File: src/mhbir_pkg.sv
// ----------------------------------------------------------------------------
// mhbir_pkg
// Shared types and constants for the max-heap block: action codes, datapath
// operation codes and the command and status bundles between the controller
// and the datapath.
// ----------------------------------------------------------------------------
package mhbir_pkg;

  localparam int unsigned DEPTH_DEF = 64;
  localparam int unsigned DATA_W    = 32;
  localparam int unsigned CAP_W     = 7;
  localparam logic [CAP_W-1:0] CAP_RESET = 7'd64;

  typedef enum logic [1:0] {
    ACT_LOAD   = 2'd0,
    ACT_BUILD  = 2'd1,
    ACT_INSERT = 2'd2,
    ACT_REMOVE = 2'd3
  } action_e;

  typedef enum logic [3:0] {
    OP_NONE,
    OP_APPEND,
    OP_RM_SWAP,
    OP_RB_INIT,
    OP_SD_CAPP,
    OP_SD_CAPR,
    OP_SD_STEP,
    OP_EM_INIT,
    OP_EM_LOAD,
    OP_EM_EMPTY
  } op_e;

  typedef enum logic [2:0] {
    RD_P,
    RD_R,
    RD_L,
    RD_PAR,
    RD_LAST,
    RD_K
  } rd_sel_e;

  typedef struct packed {
    op_e     op;
    rd_sel_e rd;
  } cmd_t;

  typedef struct packed {
    logic full;
    logic empty;
    logic rb_none;
    logic rb_last;
    logic par_gt;
    logic sd_done;
    logic em_last;
    logic out_free;
  } sts_t;

endpackage

File: src/mhbir_dp.sv
// ----------------------------------------------------------------------------
// mhbir_dp
// Heap datapath: item store, count, sift-down registers, rebuild and emit
// counters, capacity register and the output register.
// ----------------------------------------------------------------------------
module mhbir_dp #(
  parameter int unsigned DEPTH = mhbir_pkg::DEPTH_DEF
) (
  input  logic                                 clk_i,
  input  logic                                 rst_ni,
  input  mhbir_pkg::cmd_t                      cmd_i,
  output mhbir_pkg::sts_t                      sts_o,
  input  logic signed [mhbir_pkg::DATA_W-1:0]  value_i,
  input  logic                                 cfg_we_i,
  input  logic        [mhbir_pkg::CAP_W-1:0]   cfg_wdata_i,
  output logic signed [mhbir_pkg::DATA_W-1:0]  item_o,
  output logic                                 valid_res_o,
  output logic                                 last_o,
  output logic                                 out_valid_o,
  input  logic                                 out_ready_i
);
  import mhbir_pkg::*;

  localparam int unsigned AW  = $clog2(DEPTH);
  localparam int unsigned CW  = $clog2(DEPTH + 1);
  localparam int unsigned CIW = AW + 2;

  logic signed [DATA_W-1:0] mem [DEPTH];
  logic signed [DATA_W-1:0] rdata_q;
  logic signed [DATA_W-1:0] vp_q, vr_q, val_q;
  logic signed [DATA_W-1:0] item_q;
  logic                     valid_res_q, last_q, out_valid_q;
  logic [CW-1:0]            cnt_q, k_q;
  logic [AW-1:0]            p_q, i_q;
  logic [CAP_W-1:0]         cap_q;

  logic [CIW-1:0]           rgt, lft, cnt_x;
  logic                     r_ok, l_ok;
  logic [AW-1:0]            half_m1, big_idx, rd_addr, wr_addr;
  logic signed [DATA_W-1:0] best, wr_data;
  logic                     sd_done, wr_en;

  assign cnt_x   = CIW'(cnt_q);
  assign rgt     = {1'b0, p_q, 1'b0} + CIW'(2);
  assign lft     = {1'b0, p_q, 1'b0} + CIW'(1);
  assign r_ok    = rgt < cnt_x;
  assign l_ok    = lft < cnt_x;
  assign half_m1 = AW'((cnt_q >> 1) - CW'(1));

  // right child first, left wins only when strictly larger
  always_comb begin
    best    = vp_q;
    big_idx = p_q;
    if (r_ok && (vr_q > best)) begin
      best    = vr_q;
      big_idx = rgt[AW-1:0];
    end
    if (l_ok && (rdata_q > best)) begin
      best    = rdata_q;
      big_idx = lft[AW-1:0];
    end
  end
  assign sd_done = (big_idx == p_q);

  always_comb begin
    unique case (cmd_i.rd)
      RD_P:    rd_addr = p_q;
      RD_R:    rd_addr = r_ok ? rgt[AW-1:0] : p_q;
      RD_L:    rd_addr = l_ok ? lft[AW-1:0] : p_q;
      RD_PAR:  rd_addr = half_m1;
      RD_LAST: rd_addr = AW'(cnt_q - CW'(1));
      RD_K:    rd_addr = k_q[AW-1:0];
      default: rd_addr = p_q;
    endcase
  end

  always_comb begin
    wr_en   = 1'b0;
    wr_addr = p_q;
    wr_data = vp_q;
    unique case (cmd_i.op)
      OP_APPEND: begin
        wr_en   = 1'b1;
        wr_addr = AW'(cnt_q);
        wr_data = value_i;
      end
      OP_RM_SWAP: begin
        wr_en   = 1'b1;
        wr_addr = '0;
        wr_data = rdata_q;
      end
      OP_SD_STEP: begin
        wr_en   = 1'b1;
        wr_data = sd_done ? vp_q : best;
      end
      default: ;
    endcase
  end

  always_ff @(posedge clk_i) begin
    if (wr_en) begin
      mem[wr_addr] <= wr_data;
    end
    rdata_q <= mem[rd_addr];
  end

  always_ff @(posedge clk_i or negedge rst_ni) begin
    if (!rst_ni) begin
      cnt_q       <= '0;
      cap_q       <= CAP_RESET;
      out_valid_q <= 1'b0;
    end else begin
      if (cfg_we_i) begin
        cap_q <= cfg_wdata_i;
      end
      if (cmd_i.op == OP_APPEND) begin
        cnt_q <= cnt_q + CW'(1);
      end else if (cmd_i.op == OP_RM_SWAP) begin
        cnt_q <= cnt_q - CW'(1);
      end
      if (cmd_i.op == OP_EM_LOAD || cmd_i.op == OP_EM_EMPTY) begin
        out_valid_q <= 1'b1;
      end else if (out_ready_i) begin
        out_valid_q <= 1'b0;
      end
    end
  end

  always_ff @(posedge clk_i) begin
    unique case (cmd_i.op)
      OP_APPEND:  val_q <= value_i;
      OP_RB_INIT: begin
        i_q <= half_m1;
        p_q <= half_m1;
      end
      OP_SD_CAPP: vp_q <= rdata_q;
      OP_SD_CAPR: vr_q <= rdata_q;
      OP_SD_STEP: begin
        if (!sd_done) begin
          p_q <= big_idx;
        end else if (i_q != '0) begin
          i_q <= i_q - AW'(1);
          p_q <= i_q - AW'(1);
        end
      end
      OP_EM_INIT: k_q <= '0;
      OP_EM_LOAD: begin
        item_q      <= rdata_q;
        valid_res_q <= 1'b1;
        last_q      <= (k_q + CW'(1)) == cnt_q;
        k_q         <= k_q + CW'(1);
      end
      OP_EM_EMPTY: begin
        item_q      <= '0;
        valid_res_q <= 1'b0;
        last_q      <= 1'b1;
      end
      default: ;
    endcase
  end

  assign sts_o.full     = (CAP_W'(cnt_q) >= cap_q) || (cnt_q >= CW'(DEPTH));
  assign sts_o.empty    = (cnt_q == '0);
  assign sts_o.rb_none  = (cnt_q < CW'(2));
  assign sts_o.rb_last  = (i_q == '0);
  assign sts_o.par_gt   = (val_q > rdata_q);
  assign sts_o.sd_done  = sd_done;
  assign sts_o.em_last  = (k_q + CW'(1)) == cnt_q;
  assign sts_o.out_free = !out_valid_q || out_ready_i;

  assign item_o      = item_q;
  assign valid_res_o = valid_res_q;
  assign last_o      = last_q;
  assign out_valid_o = out_valid_q;

  a_cnt_bound: assert property (@(posedge clk_i) disable iff (!rst_ni)
    cnt_q <= CW'(DEPTH))
    else $error("item count above depth");

  a_no_append_full: assert property (@(posedge clk_i) disable iff (!rst_ni)
    (cmd_i.op == OP_APPEND) |-> !sts_o.full)
    else $error("append while full");

  a_emit_free: assert property (@(posedge clk_i) disable iff (!rst_ni)
    (cmd_i.op == OP_EM_LOAD || cmd_i.op == OP_EM_EMPTY) |-> sts_o.out_free)
    else $error("output register overwritten");

  a_sift_descends: assert property (@(posedge clk_i) disable iff (!rst_ni)
    (cmd_i.op == OP_SD_STEP && !sd_done) |=> (p_q > $past(p_q)))
    else $error("sift-down did not move to a child");

endmodule

File: src/mhbir_ctrl.sv
// ----------------------------------------------------------------------------
// mhbir_ctrl
// Heap controller: decodes actions and sequences append, parent check,
// remove, bottom-up rebuild and emit over the datapath.
// ----------------------------------------------------------------------------
module mhbir_ctrl (
  input  logic             clk_i,
  input  logic             rst_ni,
  input  logic             in_valid_i,
  input  logic [1:0]       action_i,
  output logic             in_ready_o,
  input  mhbir_pkg::sts_t  sts_i,
  output mhbir_pkg::cmd_t  cmd_o
);
  import mhbir_pkg::*;

  typedef enum logic [3:0] {
    S_IDLE,
    S_INS_REQ,
    S_INS_CMP,
    S_RM_REQ,
    S_RM_WR,
    S_RB_START,
    S_SD_REQ_P,
    S_SD_GET_P,
    S_SD_REQ_R,
    S_SD_GET_R,
    S_SD_CMP,
    S_EM_START,
    S_EM_EMPTY,
    S_EM_REQ,
    S_EM_LOAD
  } state_e;

  state_e  state_q, state_d;
  logic    emit_q, emit_d;
  action_e act;
  state_e  after_rb;

  assign act        = action_e'(action_i);
  assign in_ready_o = (state_q == S_IDLE);
  assign after_rb   = emit_q ? S_EM_START : S_IDLE;

  always_comb begin
    state_d   = state_q;
    emit_d    = emit_q;
    cmd_o.op  = OP_NONE;
    cmd_o.rd  = RD_P;
    unique case (state_q)
      S_IDLE: begin
        if (in_valid_i) begin
          unique case (act)
            ACT_LOAD: begin
              if (!sts_i.full) cmd_o.op = OP_APPEND;
            end
            ACT_INSERT: begin
              if (!sts_i.full) begin
                cmd_o.op = OP_APPEND;
                if (!sts_i.empty) state_d = S_INS_REQ;
              end
            end
            ACT_REMOVE: begin
              if (!sts_i.empty) state_d = S_RM_REQ;
            end
            ACT_BUILD: begin
              emit_d  = 1'b1;
              state_d = S_RB_START;
            end
            default: ;
          endcase
        end
      end
      S_INS_REQ: begin
        cmd_o.rd = RD_PAR;
        state_d  = S_INS_CMP;
      end
      S_INS_CMP: begin
        emit_d  = 1'b0;
        state_d = sts_i.par_gt ? S_RB_START : S_IDLE;
      end
      S_RM_REQ: begin
        cmd_o.rd = RD_LAST;
        state_d  = S_RM_WR;
      end
      S_RM_WR: begin
        cmd_o.op = OP_RM_SWAP;
        emit_d   = 1'b0;
        state_d  = S_RB_START;
      end
      S_RB_START: begin
        if (sts_i.rb_none) begin
          state_d = after_rb;
        end else begin
          cmd_o.op = OP_RB_INIT;
          state_d  = S_SD_REQ_P;
        end
      end
      S_SD_REQ_P: begin
        cmd_o.rd = RD_P;
        state_d  = S_SD_GET_P;
      end
      S_SD_GET_P: begin
        cmd_o.op = OP_SD_CAPP;
        cmd_o.rd = RD_R;
        state_d  = S_SD_GET_R;
      end
      S_SD_REQ_R: begin
        cmd_o.rd = RD_R;
        state_d  = S_SD_GET_R;
      end
      S_SD_GET_R: begin
        cmd_o.op = OP_SD_CAPR;
        cmd_o.rd = RD_L;
        state_d  = S_SD_CMP;
      end
      S_SD_CMP: begin
        cmd_o.op = OP_SD_STEP;
        priority if (!sts_i.sd_done) state_d = S_SD_REQ_R;
        else if (sts_i.rb_last)      state_d = after_rb;
        else                         state_d = S_SD_REQ_P;
      end
      S_EM_START: begin
        if (sts_i.empty) begin
          state_d = S_EM_EMPTY;
        end else begin
          cmd_o.op = OP_EM_INIT;
          state_d  = S_EM_REQ;
        end
      end
      S_EM_EMPTY: begin
        if (sts_i.out_free) begin
          cmd_o.op = OP_EM_EMPTY;
          state_d  = S_IDLE;
        end
      end
      S_EM_REQ: begin
        cmd_o.rd = RD_K;
        state_d  = S_EM_LOAD;
      end
      S_EM_LOAD: begin
        cmd_o.rd = RD_K;
        if (sts_i.out_free) begin
          cmd_o.op = OP_EM_LOAD;
          state_d  = sts_i.em_last ? S_IDLE : S_EM_REQ;
        end
      end
      default: state_d = S_IDLE;
    endcase
  end

  always_ff @(posedge clk_i or negedge rst_ni) begin
    if (!rst_ni) begin
      state_q <= S_IDLE;
      emit_q  <= 1'b0;
    end else begin
      state_q <= state_d;
      emit_q  <= emit_d;
    end
  end

endmodule

File: src/max_heap_build_insert_remove.sv
// Load appends the item. Insert appends it and, unless the heap was empty,
// checks its parent and runs a rebuild when the item is larger. Remove moves
// the last item to the root and runs a rebuild. Rebuild sifts down each
// parent from the last one to the root through the single store read port.
// Build rebuilds, then emits results one at a time while the consumer keeps
// up. Reset: count 0, capacity 64, store contents undefined until written.
// ----------------------------------------------------------------------------
// max_heap_build_insert_remove
// Array-backed binary max-heap with load, insert, remove-max and
// build-and-emit actions over a valid/ready input and result channel.
// ----------------------------------------------------------------------------
module max_heap_build_insert_remove #(
  parameter int unsigned DEPTH = mhbir_pkg::DEPTH_DEF
) (
  input  logic                                 clk_i,
  input  logic                                 rst_ni,
  input  logic                                 in_valid_i,
  output logic                                 in_ready_o,
  input  logic        [1:0]                    action_i,
  input  logic signed [mhbir_pkg::DATA_W-1:0]  value_i,
  output logic                                 out_valid_o,
  input  logic                                 out_ready_i,
  output logic signed [mhbir_pkg::DATA_W-1:0]  item_o,
  output logic                                 valid_res_o,
  output logic                                 last_o,
  input  logic                                 cfg_we_i,
  input  logic        [mhbir_pkg::CAP_W-1:0]   cfg_wdata_i
);
  import mhbir_pkg::*;

  cmd_t cmd;
  sts_t sts;

  mhbir_ctrl u_ctrl (
    .clk_i      (clk_i),
    .rst_ni     (rst_ni),
    .in_valid_i (in_valid_i),
    .action_i   (action_i),
    .in_ready_o (in_ready_o),
    .sts_i      (sts),
    .cmd_o      (cmd)
  );

  mhbir_dp #(
    .DEPTH (DEPTH)
  ) u_dp (
    .clk_i       (clk_i),
    .rst_ni      (rst_ni),
    .cmd_i       (cmd),
    .sts_o       (sts),
    .value_i     (value_i),
    .cfg_we_i    (cfg_we_i),
    .cfg_wdata_i (cfg_wdata_i),
    .item_o      (item_o),
    .valid_res_o (valid_res_o),
    .last_o      (last_o),
    .out_valid_o (out_valid_o),
    .out_ready_i (out_ready_i)
  );

endmodule
File: config.mk
export PLATFORM = sky130hd
export DESIGN_NAME = max_heap_build_insert_remove
export DESIGN_NICKNAME = d
export VERILOG_FILES = /design/src/mhbir_pkg.sv /design/src/mhbir_dp.sv /design/src/mhbir_ctrl.sv /design/src/max_heap_build_insert_remove.sv
export SDC_FILE = /design/constraint.sdc
export NUM_CORES = 2
export LEC_CHECK = 0
export BUFFER_PORTS_ARGS = -buffer_cell sky130_fd_sc_hd__clkbuf_2
export CORE_ASPECT_RATIO = 1.1
export CORE_MARGIN = 5
export CORE_UTILIZATION = 50
export CTS_CLUSTER_DIAMETER = 40
export DETAILED_ROUTE_END_ITERATION = 7
export PLACE_DENSITY = 0.7
export SLEW_MARGIN = 20
export SYNTH_ARGS = -nofsm -noshare
export SYNTH_HDL_FRONTEND = slang
export SYNTH_SLANG_ARGS = --single-unit
export TNS_END_PERCENT = 30
File: constraint.sdc
create_clock -name clk_i -period 11.7 [get_ports clk_i]
set_input_delay 0.585 -clock clk_i [delete_from_list [all_inputs] [get_ports clk_i]]
set_output_delay 0.585 -clock clk_i [all_outputs]
set_load 0.01 [all_outputs]
==> reports/qor.txt <==
Largest net degree at the start of global routing -> 150
Ratio of cells with drive above 1 in the final layout -> 0.120
Critical setup path kind -> register to register
Core Area -> 186000 um^2
Status -> completed
Routed via count -> 64900
Vias per inst -> 6.55
CP startpoint -> u_dp.p_q[1]
Buffers & Inverters on Critical Path -> 5
CTS Buffer Depth -> 4
RSZ-0062 raised after global routing -> false
Slew Viols, Final -> 0
Die height -> 463 um
Post-synthesis mux area share -> 0.0247
Synth area leader -> edfxtp_1
Clk_lat worst skew -> 940 ps
Final WL -> 314000 um
Worst path arrival time -> 10620 ps
Worst Reg-to-Reg Cells -> 27
Clock skew -> 70.6 ps
Register area share after synthesis -> 0.719
Crit-path slowest cell -> a221o_2
Netlist cell types -> 94
Final period util -> 0.844
Seq cells post-synth -> 2249
Minimum clock period -> 9880 ps
Worst-path maximum fanout -> 40
Placer congestion estimate -> 0.901
Final Util -> 0.573
Nets -> 7444
Top post-synthesis cells by count -> 2197 x edfxtp_1, 1873 x nand2_1, 701 x nand3_1, 243 x nor2_1, 176 x buf_2
TritonCTS clock tree -> yes
First-pass GRT wire length -> 442000 um
Post-synthesis compound-gate area fraction -> 0.0650
Fmax -> 101 MHz
Critical path depth -> 27
Initial DRC count -> 11000
DR WL/cell -> 31.7 um
Max-Slew Margin vs Limit -> 0.163
Combinational family with the most area after synthesis -> simple AND/OR/NAND/NOR gates
Mapped Cells -> 7111
Worst R2R Setup Slack -> 1820 ps
Clock transition at the registers of the reported paths -> 60 ps
Filler Cells Inserted -> 14000
Crit path capture -> u_dp.mem[10][30]
Top post-synthesis cells by area -> edfxtp_1 71%, nand2_1 7.5%, nand3_1 3.8%
WP data required -> 12440 ps
Cell Area, Synth -> 93300 um^2
Site Rows -> 166
Ys async rst share -> 0.00889
DRC viols -> 0
Mean post-synth cell area -> 13.1 um^2
Max_cap viols -> 0
Pre-antenna DRT Iters -> 8
CP startpoint kind -> register
Hold violation count in the final report -> 0
Hold_buf cts -> 41
Syn nets -> 7281
HP Class -> input pin to register
IO Count -> 82
H-tree lvl count -> 5
Synth warnings -> 0
IO buf count -> 81
Hold Path Stages -> 2
Cells resized by post-CTS repair -> 0
Synth Area in Adders -> 0.0166
EDFF count, synth -> 2197
Post-CTS Setup Repair Bufs -> 0
Clk root buf -> clkbuf_16
Area grow syn2layout -> 14.2%
Starting Density -> 0.502
Slew @ Worst Pin -> 1250 ps
Synth Area in XOR/XNOR -> 0.00357
Post-synthesis simple-gate area fraction -> 0.145
Critical path's largest stage delay -> 970 ps
Dpl hpwl -> 171000 um
Die width -> 422 um
Die Area -> 195000 um^2
Setup Viol. Count Final -> 0
R2r endpoint -> u_dp.mem[10][30]
Crit path capture type -> register
Crit-path most repeated cell -> buf_4
Detail Route Antenna Nets -> 0
Top-count cell post-synth -> edfxtp_1
Clock sink total -> 2249
Top-area cell type share of the netlist area -> 0.707
Initial antenna violation count -> 18
TritonCTS Buffers -> 278
Vias in the first global route -> 61400
R2R Path Start -> u_dp.p_q[1]
GRT Overall Usage -> 0.312
CP top delay family -> compound AO/OA/AOI/OAI gates
Final setup TNS -> 0 ps
Gr ovfl total -> 0
Main synth FF type -> edfxtp_1
==> metal layers <==
metal	track usage	part of all wire	up-vias
li1	-	-	26900
met5	0	0.00029	-
met3	0.0910	0.14	1095
met1	0.403	0.34	31600
met4	0.194	0.075	14
met2	0.469	0.44	5330
==> flip-flops by register name, summed over array words and instances, names as in the netlist <==
| register | count |
|---|---|
| u_ctrl.emit_q | 1 |
| u_ctrl.state_q | 4 |
| u_dp.cap_q | 7 |
| u_dp.cnt_q | 7 |
| u_dp.i_q | 6 |
| u_dp.item_o | 32 |
| u_dp.k_q | 7 |
| u_dp.last_o | 1 |
| u_dp.mem | 2048 |
| u_dp.out_valid_o | 1 |
| u_dp.p_q | 6 |
| u_dp.rdata_q | 32 |
| u_dp.val_q | 32 |
| u_dp.valid_res_o | 1 |
| u_dp.vp_q | 32 |
| u_dp.vr_q | 32 |
==> how the worst min path moves through the flow <==
stage / from / end
2_1_floorplan: rst_ni / u_ctrl.emit_q
3_3_place_gp: u_dp.cap_q[0] / u_dp.cap_q[0]
3_5_place_dp: u_dp.cap_q[0] / u_dp.cap_q[0]
4_1_cts: cfg_we_i / u_dp.cap_q[4]
5_1_grt: cfg_we_i / u_dp.cap_q[5]
6_report: cfg_we_i / u_dp.cap_q[5]
==> cell usage in the layout (no fill, tap or decap), types with 93 or more instances in the layout <==
cell,count
inv_1,94
a31oi_1,114
and3_1,135
nand3_1,701
nand2_1,1872
buf_4,171
a21oi_1,146
mux2i_1,96
o21ai_0,134
clkbuf_16,285
ha_1,124
a311oi_1,93
edfxtp_1,2197
nor2_1,170
==> metrics by stage <==
stage	hold WS (ps)	cell area, um^2	std cells	setup slack [ps]
after global routing	62.1	107000	9905	1370
after detailed placement	529	97200	9389	2030
after CTS	8.60	106000	9903	1960
final	64.0	107000	9909	1820
after global placement	527	97200	9388	2110
after floorplan	289	93300	7111	4160
==> final cells by class <==
cell class | instances | area [um^2] | share of cell area
inverter | 99 | 372 | 0.00349
clock inverter | 153 | 1490 | 0.0140
timing repair buffer | 313 | 2500 | 0.0235
antenna | 6 | 15.0 | 0.000141
tap | 2436 | 3050 | 0.0286
clock buffer | 320 | 7310 | 0.0687
multi-input combinational | 4333 | 24700 | 0.232
sequential | 2249 | 67100 | 0.630
==> cells by family after synthesis <==
| family | Yosys count |
|---|---|
| adders and majority gates | 124 |
| buffers and inverters | 529 |
| AOI/OAI and AO/OA | 855 |
| DFF | 2249 |
| xor gates and xnor gates | 38 |
| muxes | 160 |
| and+or+nand+nor | 3156 |
Power is not shown: default switching activity piles up to over one toggle a cycle in this logic, so the estimate is an artifact.
